File: config.mk
export PLATFORM = sky130hd
export DESIGN_NAME = lnl_front
export DESIGN_NICKNAME = d
export VERILOG_FILES = /design/src/hw/rtl/lnl_pkg.sv /design/src/hw/rtl/lnl_front.sv
export SDC_FILE = /design/constraint.sdc
export NUM_CORES = 1
export LEC_CHECK = 0
export BUFFER_PORTS_ARGS = -buffer_cell sky130_fd_sc_hd__buf_4
export CORE_ASPECT_RATIO = 0.75
export CORE_MARGIN = 1
export CORE_UTILIZATION = 49
export CTS_CLUSTER_DIAMETER = 80
export DETAILED_ROUTE_END_ITERATION = 6
export PLACE_DENSITY_LB_ADDON = 0.08
export SYNTH_ARGS = -nofsm -noshare
export SYNTH_HDL_FRONTEND = slang
export SYNTH_SLANG_ARGS = --single-unit
export TNS_END_PERCENT = 20
File: constraint.sdc
create_clock -name clk -period 14.9 [get_ports clk]
set_input_delay 0 -clock clk [delete_from_list [all_inputs] [get_ports clk]]
set_output_delay 0 -clock clk [all_outputs]
set_load 0.02 [all_outputs]
File: src/hw/rtl/lnl_pkg.sv
`default_nettype none
package lnl_pkg;

	localparam int MAX_CH     = 8;
	localparam int CH_W       = $clog2(MAX_CH);
	localparam int LA_DEPTH   = 128;
	localparam int SLOT_W     = $clog2(LA_DEPTH);
	localparam int BOOST_HOLD = 5;
	localparam int SAMPLE_W   = 24;
	localparam int DLY_W      = 26;
	localparam int DVD_W      = 64;
	localparam int DVS_W      = 56;

	localparam int UNITY = 1048576;

	localparam logic [24:0] COEF_ONE   = 25'd16777216;
	localparam logic [31:0] ABS_GATE   = 32'd6790;
	localparam logic [21:0] MIN_GAIN   = 22'd104858;
	localparam logic [21:0] MAX_GAIN   = 22'd4174456;
	localparam logic [24:0] DZ_HI      = 25'd18824346;
	localparam logic [24:0] DZ_LO      = 25'd14952710;
	localparam logic [23:0] BLOCKS_MAX = 24'hFFFFFF;
	localparam logic [63:0] GOAL_NUM   = 64'd1767583545025 << 23;
	localparam logic [63:0] Q_LIMIT    = 64'd1 << 44;

	// register indexes
	localparam logic [2:0] REG_ENABLE  = 3'd0;
	localparam logic [2:0] REG_CHANS   = 3'd1;
	localparam logic [2:0] REG_LOOK    = 3'd2;
	localparam logic [2:0] REG_BLOCK   = 3'd3;
	localparam logic [2:0] REG_ATTACK  = 3'd4;
	localparam logic [2:0] REG_RELEASE = 3'd5;
	localparam logic [2:0] REG_MAKEUP  = 3'd6;
	localparam logic [2:0] REG_CEIL    = 3'd7;

	typedef struct packed {
		logic        enable;
		logic [3:0]  chans;
		logic [7:0]  look;
		logic [19:0] block;
		logic [24:0] attack;
		logic [24:0] release_c;
		logic [24:0] makeup;
		logic [22:0] ceil_lvl;
	} cfg_t;

	localparam cfg_t CFG_RESET = '{
		enable:    1'b0,
		chans:     4'd2,
		look:      8'd88,
		block:     20'd17640,
		attack:    25'd376160,
		release_c: 25'd3170,
		makeup:    25'd951,
		ceil_lvl:  23'd7476355
	};

	typedef enum logic [1:0] {
		K_FRAME,
		K_TRACK,
		K_TRANSPORT,
		K_IGNORE
	} kind_t;

	typedef logic [MAX_CH-1:0][SAMPLE_W-1:0] frame_t;

	typedef struct packed {
		kind_t  kind;
		frame_t samples;
	} item_t;

endpackage
`default_nettype wire

File: src/hw/rtl/lnl_front.sv
`default_nettype none
module lnl_front import lnl_pkg::*; (
	input  wire        clk,
	input  wire        arst_n,
	input  wire        item_valid,
	output logic       item_stall,
	input  wire  [1:0] cmd,
	input  frame_t     samples,
	output logic       head_valid,
	output item_t      head,
	input  wire        head_pop
);

	item_t      q_mem_q [2];
	logic       wr_ptr_q;
	logic       rd_ptr_q;
	logic [1:0] count_q;
	kind_t      kind;
	logic       push;

	always_comb begin
		unique case (cmd)
			2'd0: kind = K_FRAME;
			2'd1: kind = K_TRACK;
			2'd2: kind = K_TRANSPORT;
			default: kind = K_IGNORE;
		endcase
	end

	assign item_stall = (count_q == 2'd2);
	assign push       = item_valid && !item_stall;
	assign head_valid = (count_q != 2'd0);
	assign head       = q_mem_q[rd_ptr_q];

	always_ff @(posedge clk) begin
		if (push) begin
			q_mem_q[wr_ptr_q] <= '{kind: kind, samples: samples};
		end
	end

	always_ff @(posedge clk or negedge arst_n) begin
		if (!arst_n) begin
			wr_ptr_q <= 1'b0;
			rd_ptr_q <= 1'b0;
			count_q  <= 2'd0;
		end else begin
			if (push) wr_ptr_q <= !wr_ptr_q;
			if (head_pop) rd_ptr_q <= !rd_ptr_q;
			unique case ({push, head_pop})
				2'b10: count_q <= count_q + 2'd1;
				2'b01: count_q <= count_q - 2'd1;
				default: count_q <= count_q;
			endcase
		end
	end

endmodule
`default_nettype wire

==> impl_metrics.json <==
{
  "hold_viol_final": 0,
  "syn2layout_area_growth_pct": 44.0,
  "first_pass_grt_wire_length_um": 49800,
  "finalWorstPathRequiredPeriod_ns": 3.75,
  "clock_tree_from_tritoncts": "done",
  "synth_compound_gate_area_share_pct": 0,
  "cts_hold_buffers": 198,
  "gp_routability_congestion": 0.781,
  "post-dp-hpwl_um": 21500,
  "reg2reg_depth": 5,
  "hold_end": "q_mem_q[1][14]$_DFFE_PP_",
  "syn_area_um2": 14800,
  "status": "finished, final reports clean",
  "avgSynthCellArea_um2": 23.8,
  "grt_use_total_pct": 21.4,
  "start_kind": "register",
  "power.density_nw_per_um2": 192,
  "crit_type": "reg2out",
  "cell_type_with_the_highest_occurrence_count_on_the_critical_path": "sky130_fd_sc_hd__buf_4",
  "postRouteWirelength_um": 33600,
  "routed_via_density": 4.87,
  "cp_cell_sequence": "buf_4 > buf_4 > mux2_4 > buf_4",
  "peak_fanout_along_the_critical_path": 62,
  "io_pins": 394,
  "layout_common_cells": "sky130_fd_sc_hd__buf_4, sky130_fd_sc_hd__edfxtp_1, sky130_fd_sc_hd__dlygate4sd3_1",
  "crit_path_end_kind": "primary output",
  "chipHeight_um": 153,
  "htreeDepth": 2,
  "tns_ns": 0,
  "clk_latency_ns": 0.52,
  "yosys_warnings": 0,
  "synth_area_leaders": "sky130_fd_sc_hd__edfxtp_1, sky130_fd_sc_hd__mux2_4, sky130_fd_sc_hd__mux2_2",
  "synth-seq-cells": 392,
  "ant_nets": 0,
  "design_power_total_uw": 4090,
  "setup.reg_to_reg.worst_slack_ns": 11.96,
  "layout_worst_path_cycle_share_pct": 25.2,
  "post_synth_fa_ha_maj_area_fraction_pct": 0.0844,
  "critical_path.reg2reg.endpoint": "q_mem_q[0][110]$_DFFE_PP_",
  "synth.mux.area_fraction_pct": 18.5,
  "hold-path-cell-count": 2,
  "grt_antenna_before_repair": 0,
  "num_vias": 8095,
  "drcViolationCount": 0,
  "initial_cell_density_of_the_core_pct": 50.4,
  "cp_data_required_time_ns": 14.90,
  "critical_path.slowest_cell": "sky130_fd_sc_hd__dfrtp_4",
  "synth.yosys.seq_area_share_pct": 79.3,
  "final_common_cell": "sky130_fd_sc_hd__buf_4",
  "setup_viol_count_final": 0,
  "worst_slew_margin_rel_pct": 23.0,
  "worst_ir_drop_vdd_mv": 0.158,
  "synth_top_area_share_pct": 78.6,
  "core_um2": 29400,
  "fmaxAchievable_mhz": 267,
  "gr_ovfl_total": 0,
  "worst_slew_pin_slew_ns": 1.16,
  "reg2reg_from": "count_q[0]$_DFFE_PN0P_",
  "layout.core_utilization_pct": 72.6,
  "synth_top_family_by_area": "multiplexers",
  "max_cap_violations": 0,
  "cts.path.max_buffers": 3,
  "hold_path.class": "in2reg",
  "first_global_vias": 8568,
  "synth_nets": 822,
  "cts_made_buffers": 40,
  "cts.sink_count": 392,
  "timing.final.max_slew_violations": 0,
  "post_dp_cell_area_um2": 18100,
  "wl_per_cell_um": 20.2,
  "stdcell_area_um2": 21300,
  "cts_root_buffer": "sky130_fd_sc_hd__clkbuf_16",
  "drt_first_iter_violations": 439,
  "critPathArrivalTime_ns": 3.75,
  "design.final.nets": 1439,
  "crit_path_max_incr_delay_ns": 1.07,
  "synth_largest_area_cell": "sky130_fd_sc_hd__edfxtp_1",
  "fp_rows": 54,
  "port_buffers": 393,
  "p_leak_uw": 0.00845,
  "drt_pass1_iterations": 6,
  "worst_setup_hold_path_clk_slew_ns": 0.06,
  "post_cts_resized": 0,
  "design.die.area_um2": 30900,
  "synth-simple-area-share_pct": 0.203,
  "grt_max_degree": 81,
  "post_route_clock_skew_ns": 0.0113,
  "post_route_cells_drive_above_1_share_pct": 51.2,
  "xor_xnor_cell_area_share_of_the_yosys_netlist_pct": 0.296,
  "die_w_um": 203,
  "synth_cell_type_count": 16,
  "cts_setup_buffers": 0,
  "worst_hold_startpoint": "samples[14]",
  "synthesis.instances": 623,
  "antenna-diode-count": 0,
  "rsz0062_at_grt": "false"
}
per-stage QoR:
stage               instances  setup slack, ns  hold WS [ns]
floorplan                 623             5.48        -0.296
global placement         1392            11.66        -0.199
detailed placement       1392            11.64        -0.199
CTS                      1662            11.07         0.176
global route             1662            10.98         0.187
finish                   1662            11.15         0.202
logic make-up (layout without fill, tap and decap cells):
kind of cell | Yosys count | in the layout
xor gates and xnor gates | 5 | 5
adders and majority gates | 1 | 1
buffers and inverters | 25 | 672
DFF | 392 | 392
muxes | 194 | 194
and+or+nand+nor | 6 | 6
cells in the mapped netlist:
library cell and number:
sky130_fd_sc_hd__mux2_2 44, sky130_fd_sc_hd__nor2_1 2, sky130_fd_sc_hd__inv_1 1, sky130_fd_sc_hd__clkbuf_1 2, sky130_fd_sc_hd__or2_2 1, sky130_fd_sc_hd__mux2_4 150
sky130_fd_sc_hd__edfxtp_1 388, sky130_fd_sc_hd__ha_1 1, sky130_fd_sc_hd__xnor2_1 3, sky130_fd_sc_hd__buf_2 4, sky130_fd_sc_hd__nand2b_1 1, sky130_fd_sc_hd__and3_1 1
sky130_fd_sc_hd__nand2_1 1, sky130_fd_sc_hd__buf_6 18, sky130_fd_sc_hd__dfrtp_1 4, sky130_fd_sc_hd__xor2_1 2
state kept, by name, indices dropped and copies added, names as in the netlist:
register  flops
q_mem_q     388
rd_ptr_q      1
count_q       2
wr_ptr_q      1
how the worst max path moves through the flow:
stage                                 from                       to  slack (ns)
finish                rd_ptr_q$_DFFE_PN0P_                 head[95]       11.15
global route          rd_ptr_q$_DFFE_PN0P_                 head[95]       10.98
CTS                   rd_ptr_q$_DFFE_PN0P_                 head[33]       11.07
detailed placement    rd_ptr_q$_DFFE_PN0P_                 head[95]       11.64
global placement      rd_ptr_q$_DFFE_PN0P_                 head[95]       11.66
floorplan           count_q[0]$_DFFE_PN0P_  q_mem_q[0][0]$_DFFE_PP_        5.48
metal layers:
layer	global-route usage, %	wire (um)	vias up
li1	-	-	3718
met1	27.8	13800	4010
met2	34.9	16300	308
met3	5.90	2550	59
met4	7.09	908	0
met5	0	0	-
layout make-up:
class / count / area (um^2)
Tap cell: 392 / 490
Multi-Input combinational cell: 206 / 2850
Clock buffer: 51 / 1060
Clock inverter: 21 / 181
Sequential cell: 392 / 11800
Inverter: 1 / 3.75
Timing Repair Buffer: 599 / 4990
Fill cell: 1806 / 8060
where the power goes:
| part | leakage (uW) | switching, uW | total (uW) | internal [uW] |
|---|---|---|---|---|
| Clock | 0.000593 | 395 | 952 | 557 |
| Combinational | 0.00421 | 783 | 1520 | 740 |
| Sequential | 0.00365 | 106 | 1620 | 1510 |
critical path: cells and delay by family (launching register included):
kind	cells	cell delay, ns
flip-flops	1	1.07
multiplexers	1	0.36
buffers and inverters	3	1.72
Power figures use the tool's default switching activity.
